File: src/design/rti_pkg.sv
// ----------------------------------------------------------------------------
// rti_pkg: shared types and constants for the ray/triangle intersection pipe
// Fixed-point widths for every stage, the payload word structs and the
// structs passed between the pipeline sections.
// ----------------------------------------------------------------------------
package rti_pkg;

    // Coordinate format of the input vectors.
    localparam int COORD_BITS = 21;
    localparam int FRAC_BITS  = 10;

    // Fixed widths of the port fields.
    localparam int VEC_BITS  = 63;
    localparam int EPS_BITS  = 20;
    localparam int DIST_BITS = 32;

    // Geometry widths: edge differences, pair products, cross products,
    // dot-product terms and the dot products themselves.
    localparam int DIF_BITS = COORD_BITS + 1;
    localparam int PRD_BITS = 2 * DIF_BITS;
    localparam int CRS_BITS = PRD_BITS + 1;
    localparam int TRM_BITS = DIF_BITS + CRS_BITS;
    localparam int DOT_BITS = TRM_BITS + 2;
    localparam int MAG_BITS = DOT_BITS;
    localparam int LEN_BITS = 2 * COORD_BITS + 1;

    // Distance datapath widths.
    localparam int SQ_BITS     = 2 * MAG_BITS;
    localparam int DIST_SHIFT  = 2 * (16 - FRAC_BITS);
    localparam int NUM_BITS    = SQ_BITS + LEN_BITS + DIST_SHIFT;
    localparam int QUO_BITS    = 64;
    localparam int ROOT_STEPS  = QUO_BITS / 2;
    localparam int REM_BITS    =
        ((NUM_BITS > SQ_BITS + QUO_BITS) ? NUM_BITS : SQ_BITS + QUO_BITS) + 1;
    localparam int EPS_SQ_BITS = 2 * EPS_BITS;
    localparam int EL_BITS     = EPS_SQ_BITS + LEN_BITS;

    // Partial-product slicing of the wide multiplies.
    localparam int SQ_CHUNK  = 18;
    localparam int SQ_STEPS  = (MAG_BITS + SQ_CHUNK - 1) / SQ_CHUNK;
    localparam int LEN_CHUNK = 11;
    localparam int LEN_STEPS = (LEN_BITS + LEN_CHUNK - 1) / LEN_CHUNK;

    typedef logic signed [COORD_BITS-1:0] coord_t;
    typedef logic signed [DIF_BITS-1:0]   dif_t;
    typedef logic signed [PRD_BITS-1:0]   prd_t;
    typedef logic signed [CRS_BITS-1:0]   crs_t;
    typedef logic signed [TRM_BITS-1:0]   trm_t;
    typedef logic signed [DOT_BITS-1:0]   dot_t;
    typedef logic [MAG_BITS-1:0]          mag_t;
    typedef logic [LEN_BITS-1:0]          len_t;
    typedef logic [SQ_BITS-1:0]           sq_t;
    typedef logic [NUM_BITS-1:0]          num_t;
    typedef logic [REM_BITS-1:0]          rem_t;
    typedef logic [QUO_BITS-1:0]          quo_t;
    typedef logic [EPS_BITS-1:0]          eps_t;

    // Input word.
    typedef struct packed {
        logic [VEC_BITS-1:0] ray_origin;
        logic [VEC_BITS-1:0] ray_direction;
        logic [VEC_BITS-1:0] vertex_a;
        logic [VEC_BITS-1:0] vertex_b;
        logic [VEC_BITS-1:0] vertex_c;
    } rti_in_t;

    // Result word.
    typedef struct packed {
        logic                 hit;
        logic [DIST_BITS-1:0] distance;
    } rti_out_t;

    // Front end to multiplier section: sign-normalized determinant and
    // distance numerator, squared direction length, and the early miss flag.
    typedef struct packed {
        logic miss;
        mag_t det;
        mag_t tnum;
        len_t len2;
    } rti_geo_t;

    // Multiplier section to divider: dividend and divisor of the squared
    // distance.
    typedef struct packed {
        logic miss;
        sq_t  den;
        num_t num;
    } rti_prod_t;

    // Divider to square root: squared distance quotient and its overflow flag.
    typedef struct packed {
        logic miss;
        logic sat;
        quo_t quo;
    } rti_quo_t;

    // Signed component k of a packed vector.
    function automatic coord_t coord(input logic [VEC_BITS-1:0] vec, input int k);
        return coord_t'(vec[k*COORD_BITS +: COORD_BITS]);
    endfunction

    // Cyclic neighbors of a component index, for cross products.
    function automatic int nxt1(input int k);
        return (k == 2) ? 0 : k + 1;
    endfunction

    function automatic int nxt2(input int k);
        return (k == 0) ? 2 : k - 1;
    endfunction

endpackage

File: src/design/rti_sqrt.sv
// ----------------------------------------------------------------------------
// rti_sqrt: pipelined integer square root
// Digit-by-digit root of the 64-bit quotient, one result bit per stage,
// and formatting of the result word from the last stage.
// ----------------------------------------------------------------------------
module rti_sqrt (
    input  logic              clk,
    input  logic              rst_n,
    input  logic              en,
    input  logic              quo_valid,
    input  rti_pkg::rti_quo_t quo,
    output logic              root_valid,
    output rti_pkg::rti_out_t root
);
    import rti_pkg::*;

    typedef struct packed {
        logic miss;
        logic sat;
        quo_t x;
        quo_t res;
    } rt_stage_t;

    rt_stage_t rt_reg [ROOT_STEPS];
    logic      rt_valid_reg [ROOT_STEPS];

    for (genvar k = 0; k < ROOT_STEPS; k++)
    begin : g_rt
        rt_stage_t src;
        rt_stage_t nxt;
        logic      src_valid;
        quo_t      bitc;
        quo_t      trial;
        logic      ge;

        if (k == 0)
        begin : g_first
            always_comb
            begin
                src_valid = quo_valid;
                src.miss  = quo.miss;
                src.sat   = quo.sat;
                src.x     = quo.quo;
                src.res   = '0;
            end
        end
        else
        begin : g_next
            always_comb
            begin
                src_valid = rt_valid_reg[k-1];
                src       = rt_reg[k-1];
            end
        end

        // One root bit: take res + bit off the remainder where it fits.
        always_comb
        begin
            bitc  = quo_t'(1) << (QUO_BITS - 2 - 2 * k);
            trial = src.res + bitc;
            ge    = src.x >= trial;
            nxt   = src;
            if (ge)
            begin
                nxt.x   = src.x - trial;
                nxt.res = (src.res >> 1) + bitc;
            end
            else
            begin
                nxt.res = src.res >> 1;
            end
        end

        always_ff @(posedge clk or negedge rst_n)
        begin
            if (!rst_n)
            begin
                rt_valid_reg[k] <= 1'b0;
            end
            else if (en)
            begin
                rt_valid_reg[k] <= src_valid;
            end
        end

        always_ff @(posedge clk)
        begin
            if (en)
            begin
                rt_reg[k] <= nxt;
            end
        end
    end

    // A miss reports zero distance; an overflowed quotient saturates.
    always_comb
    begin
        root.hit = !rt_reg[ROOT_STEPS-1].miss;
        if (rt_reg[ROOT_STEPS-1].miss)
        begin
            root.distance = '0;
        end
        else if (rt_reg[ROOT_STEPS-1].sat)
        begin
            root.distance = '1;
        end
        else
        begin
            root.distance = rt_reg[ROOT_STEPS-1].res[DIST_BITS-1:0];
        end
    end

    assign root_valid = rt_valid_reg[ROOT_STEPS-1];

endmodule
File: config.mk
export PLATFORM = sky130hd
export DESIGN_NAME = rti_sqrt
export DESIGN_NICKNAME = d
export VERILOG_FILES = /design/src/design/rti_pkg.sv /design/src/design/rti_sqrt.sv
export SDC_FILE = /design/constraint.sdc
export NUM_CORES = 2
export LEC_CHECK = 0
export BUFFER_PORTS_ARGS = -buffer_cell sky130_fd_sc_hd__clkbuf_2
export CORE_ASPECT_RATIO = 0.75
export CORE_MARGIN = 5
export CORE_UTILIZATION = 64
export DETAILED_ROUTE_END_ITERATION = 10
export PLACE_DENSITY_LB_ADDON = 0.05
export RECOVER_POWER = 25
export SKIP_LAST_GASP = 1
export SLEW_MARGIN = 20
export SYNTH_ARGS = -nofsm -noshare
export SYNTH_HDL_FRONTEND = slang
export SYNTH_MEMORY_MAX_BITS = 65536
export SYNTH_SLANG_ARGS = --single-unit
File: constraint.sdc
create_clock -name clk -period 4.3 [get_ports clk]
set_input_delay 0.86 -clock clk [delete_from_list [all_inputs] [get_ports clk]]
set_output_delay 0.86 -clock clk [all_outputs]
set_load 0.02 [all_outputs]
Word level (Yosys, flattened, before mapping):

Memories as Yosys holds them, arrays and structs flattened.
Cells that the tools add are included.

* multiplexer cells: 68
* order comparisons: 32
* reductions and logical operators: 1
* $add $sub $neg: 94

Operators by type and width (number)
* $mux 64: 63
* $ge 64x64->1: 31
* $sub 64x64->64: 31
* $add 63x1->64 const B: 1
* $add 63x11->64 const B: 1
* $add 63x13->64 const B: 1
* $add 63x15->64 const B: 1
* $add 63x17->64 const B: 1
* $add 63x19->64 const B: 1
* $add 63x21->64 const B: 1
* $add 63x23->64 const B: 1
* $add 63x25->64 const B: 1
* $add 63x27->64 const B: 1
* $add 63x29->64 const B: 1
* $add 63x3->64 const B: 1
* $add 63x31->64 const B: 1
* $add 63x33->64 const B: 1
* $add 63x35->64 const B: 1
* $add 63x37->64 const B: 1
* $add 63x39->64 const B: 1
* $add 63x41->64 const B: 1
* $add 63x43->64 const B: 1
* $add 63x45->64 const B: 1
* $add 63x47->64 const B: 1
* other kinds (47): 49

* bits in registers: 32
* input bits: 70
* memories kept: 1
* output and inout bits: 34
* RAM bits: 4160
* word-level logic and storage cells: 228

Memories
* rt_reg: depth 32, width 130, rd ports 32, clocked after memory_dff 0, wr ports 32, line rti_sqrt.sv:24 `rt_stage_t rt_reg [ROOT_STEPS];`

Depth between registers and ports, before layout:

An unclocked memory read counts as a cell.

* word-level depth: 4
* depth in mapped cells: 15
* mapped depth without buffers: 13

Worst setup path after synthesis:

OpenSTA, ideal clock, no wires.

* kind: register to register
* start point: mem rt_reg[1][239] (netlist bit)
* end point: mem rt_reg[1][386] (netlist bit), data pin
* cell stages (with the launch flop): 13
* data required time: 4.034 ns
* path buffers: 2
* path slack: 0.863 ns
* period minus slack after synthesis: 3.437 ns
* arrival: 3.171 ns
* library setup time: 0.266 ns
* path through: edfxtp_1 > ha_1 > nand2_1 > or4_1 > or2_1 > o2111a_1 > buf_2 > a211o_1 > a31o_2 > or3_1 > buf_2 > nor3_1 > xor2_1

RTL lines (line)
* start, declared: rti_sqrt.sv:24

==> results.toml <==
[sta]
slew_violations = 0
hold_viol = 0
clock_skew_ns = 0.0916
post-route-min-period_ns = 4.12
tns_ns = 0
rsz0062_at_grt = "no"
finalSetupViolCount = 0
worstMarginPinSlew_ns = 1.07
hold_slack_ns = 0.140
fmax_mhz = 243
fin_ws_ns = 0.184
post-route-period-util = 0.957
relSlewSlack = 0.281

[cts]
clk_path_buf_depth = 4
clk_pin_slew_ns = 0.06
cts_tree = "done"
cts_setup_buffers = 0
htreeDepth = 4
root_buffer = "clkbuf_16"
insertion_delay_ns = 0.90
cts_buffers = 243
cts.sinks = 2608

[pwr]
ir_drop_uv = 494
leakagePower_nw = 50.9
p_per_area_nw_per_um2 = 533

[placement]
dp_hpwl_um = 231000
port_buffers = 103
gp_congestion = 0.960
dp_cells = 12271
dp_slack_ns = 0.184

[critical_path]
start_kind = "flop"
timing.critical_path.fanout_max = 5
crit_arrival_ns = 4.72
required_ns = 4.91
end_kind = "flop"
regToRegSetupSlack_ns = 0.18
crit_type = "reg2reg"
r2r_cells = 12

[layout]
fin_nets = 10607
multi_input_area_sq_um = 41600
mostFrequentLayoutCells = "edfxtp_1, nor2_1, inv_1, a21oi_1, nand2_1"
n_fill_cell = 12969
seq_area_sq_um = 78200
mostFrequentLayoutCell = "edfxtp_1"
syn_to_final_growth_pct = 9.97
stdcell_count = 12713
final_core_util = 0.707
drive_gt1_frac = 0.0743
largest_reg_flops = 2576

[synthesis]
synthCells = 9662
yosys_warnings = 0
synth_nets = 10290
async_reset_ff_frac = 0.0123
syn_area_per_cell_sq_um = 12.7
synth-seq-cells = 2608
synth_ff_type = "edfxtp_1"
ys_types = 102
synth_edf_count = 2576
syn_area_sq_um = 123000
yosysSeqAreaShare = 0.636

[route]
vias = 80610
vias_per_cell = 6.34
wirelength_um = 312000
final_antenna_net_count = 0
first_pass_iters = 5
drt_iter0_drc = 10935
drcViolationCount = 0
wire_per_inst_um = 24.5

[global_route]
grt_max_degree = 111
grt_pass1_vias = 74880
grtUsageTotal = 0.307
grt_first_pass_wirelength_um = 468000
gr-total-overflow = 0
antenna_found_initial = 5

[status]
outcome = "finished clean"

[run]
maxCapViolCount = 0

[floorplanning]
die_w_um = 516
initial_utilization = 0.643
fp.dieH_um = 390
rows = 139
io_pins = 104
core_region_area_sq_um = 191000
dieArea_sq_um = 201000

[worst_hold_path]
whs_path_depth = 1
min_path_type = "in2reg"
[Yosys cell counts, types with 90 or more instances]
| library cell | count | area share |
|---|---|---|
| nand2_1 | 583 | 0.018 |
| xor2_1 | 422 | 0.030 |
| a21oi_1 | 632 | 0.026 |
| nor4_1 | 340 | 0.017 |
| nor3_1 | 263 | 0.011 |
| xnor2_1 | 454 | 0.032 |
| or3_1 | 116 | 0.0059 |
| o21ai_0 | 435 | 0.018 |
| nand4_1 | 147 | 0.0075 |
| a21o_1 | 191 | 0.012 |
| inv_1 | 693 | 0.021 |
| edfxtp_1 | 2576 | 0.63 |
| mux2_2 | 137 | 0.013 |
| nand2b_1 | 134 | 0.0068 |
| clkbuf_1 | 137 | 0.0042 |
| nor2_1 | 716 | 0.022 |
| ha_1 | 558 | 0.057 |
| nand3_1 | 149 | 0.0061 |
| o21a_1 | 90 | 0.0055 |
[worst max-delay path, stage by stage (launching register included)]
cell and delay, ns:
edfxtp_1 0.41, ha_1 0.40, nand4_1 0.27, nor4_1 0.32, nand3_1 0.15, nor4_1 0.52
buf_4 0.23, nor4_1 0.06, a221oi_1 0.45, o311ai_1 0.23, or3_1 0.38, nor2_1 0.15
xor2_1 0.33
[worst paths after layout]
path,from,end
min in group asynchronous,rst_n,root_valid
worst min-delay path,quo[50],rt_reg[0][114]
max in group asynchronous,rst_n,g_rt[18].src_valid
worst max register to register,rt_reg[0][1927],rt_reg[0][2072]
worst max-delay path,rt_reg[0][1927],rt_reg[0][2072]
worst min register to register,rt_reg[1][164],rt_reg[1][293]
[cell families (layout without fill, tap and decap cells)]
| kind of cell | count (synthesis) | count (layout) | synth area share |
|---|---|---|---|
| other | 0 | 1 | 0 |
| xor gates and xnor gates | 876 | 876 | 0.0624 |
| adders and majority gates | 558 | 558 | 0.0568 |
| and+or+nand+nor | 2851 | 2851 | 0.118 |
| muxes | 146 | 146 | 0.0133 |
| AOI/OAI and AO/OA | 1761 | 1761 | 0.0877 |
| DFF | 2608 | 2608 | 0.636 |
| buffers and inverters | 862 | 1374 | 0.0265 |
[timing repair]
action,CTS,global route
hold buffers,1,0
endpoints found under the hold margin,32,0
endpoints found under the setup margin,0,11
resized for setup,0,6
[where the power goes]
group,switching [mW],internal (mW),total (mW)
Sequential,3.06,32.3,35.3
Combinational,9.26,6.28,15.5
Clock,9.29,11.9,21.2
[area by class of cell]
type,instances,area share
flip-flops and latches,2608,0.578
multi-input cells,6192,0.308
clock buffers,287,0.0467
well taps,2538,0.0235
inverters,696,0.0193
repair buffers,238,0.0140
clock inverters,153,0.0108
diodes,1,0.0000185
[stage by stage]
step / cell area (sq um) / power [mW]
after CTS: 135000 / 72.0
after global routing: 135000 / 75.2
final: 135000 / 72.1
after global placement: 128000 / 50.5
after floorplan: 123000 / 45.1
after detailed placement: 128000 / 50.7
[routing by layer]
| metal | part of all wire | routed length (um) | up-vias | global-route usage |
|---|---|---|---|---|
| met3 | 0.12 | 36000 | 397 | 0.0672 |
| met5 | 0 | 0 | - | 0 |
| met2 | 0.39 | 121000 | 4182 | 0.396 |
| met1 | 0.48 | 149000 | 39292 | 0.527 |
| li1 | - | - | 36739 | - |
| met4 | 0.020 | 6100 | 0 | 0.0596 |
(Power assumes the default switching activity.)
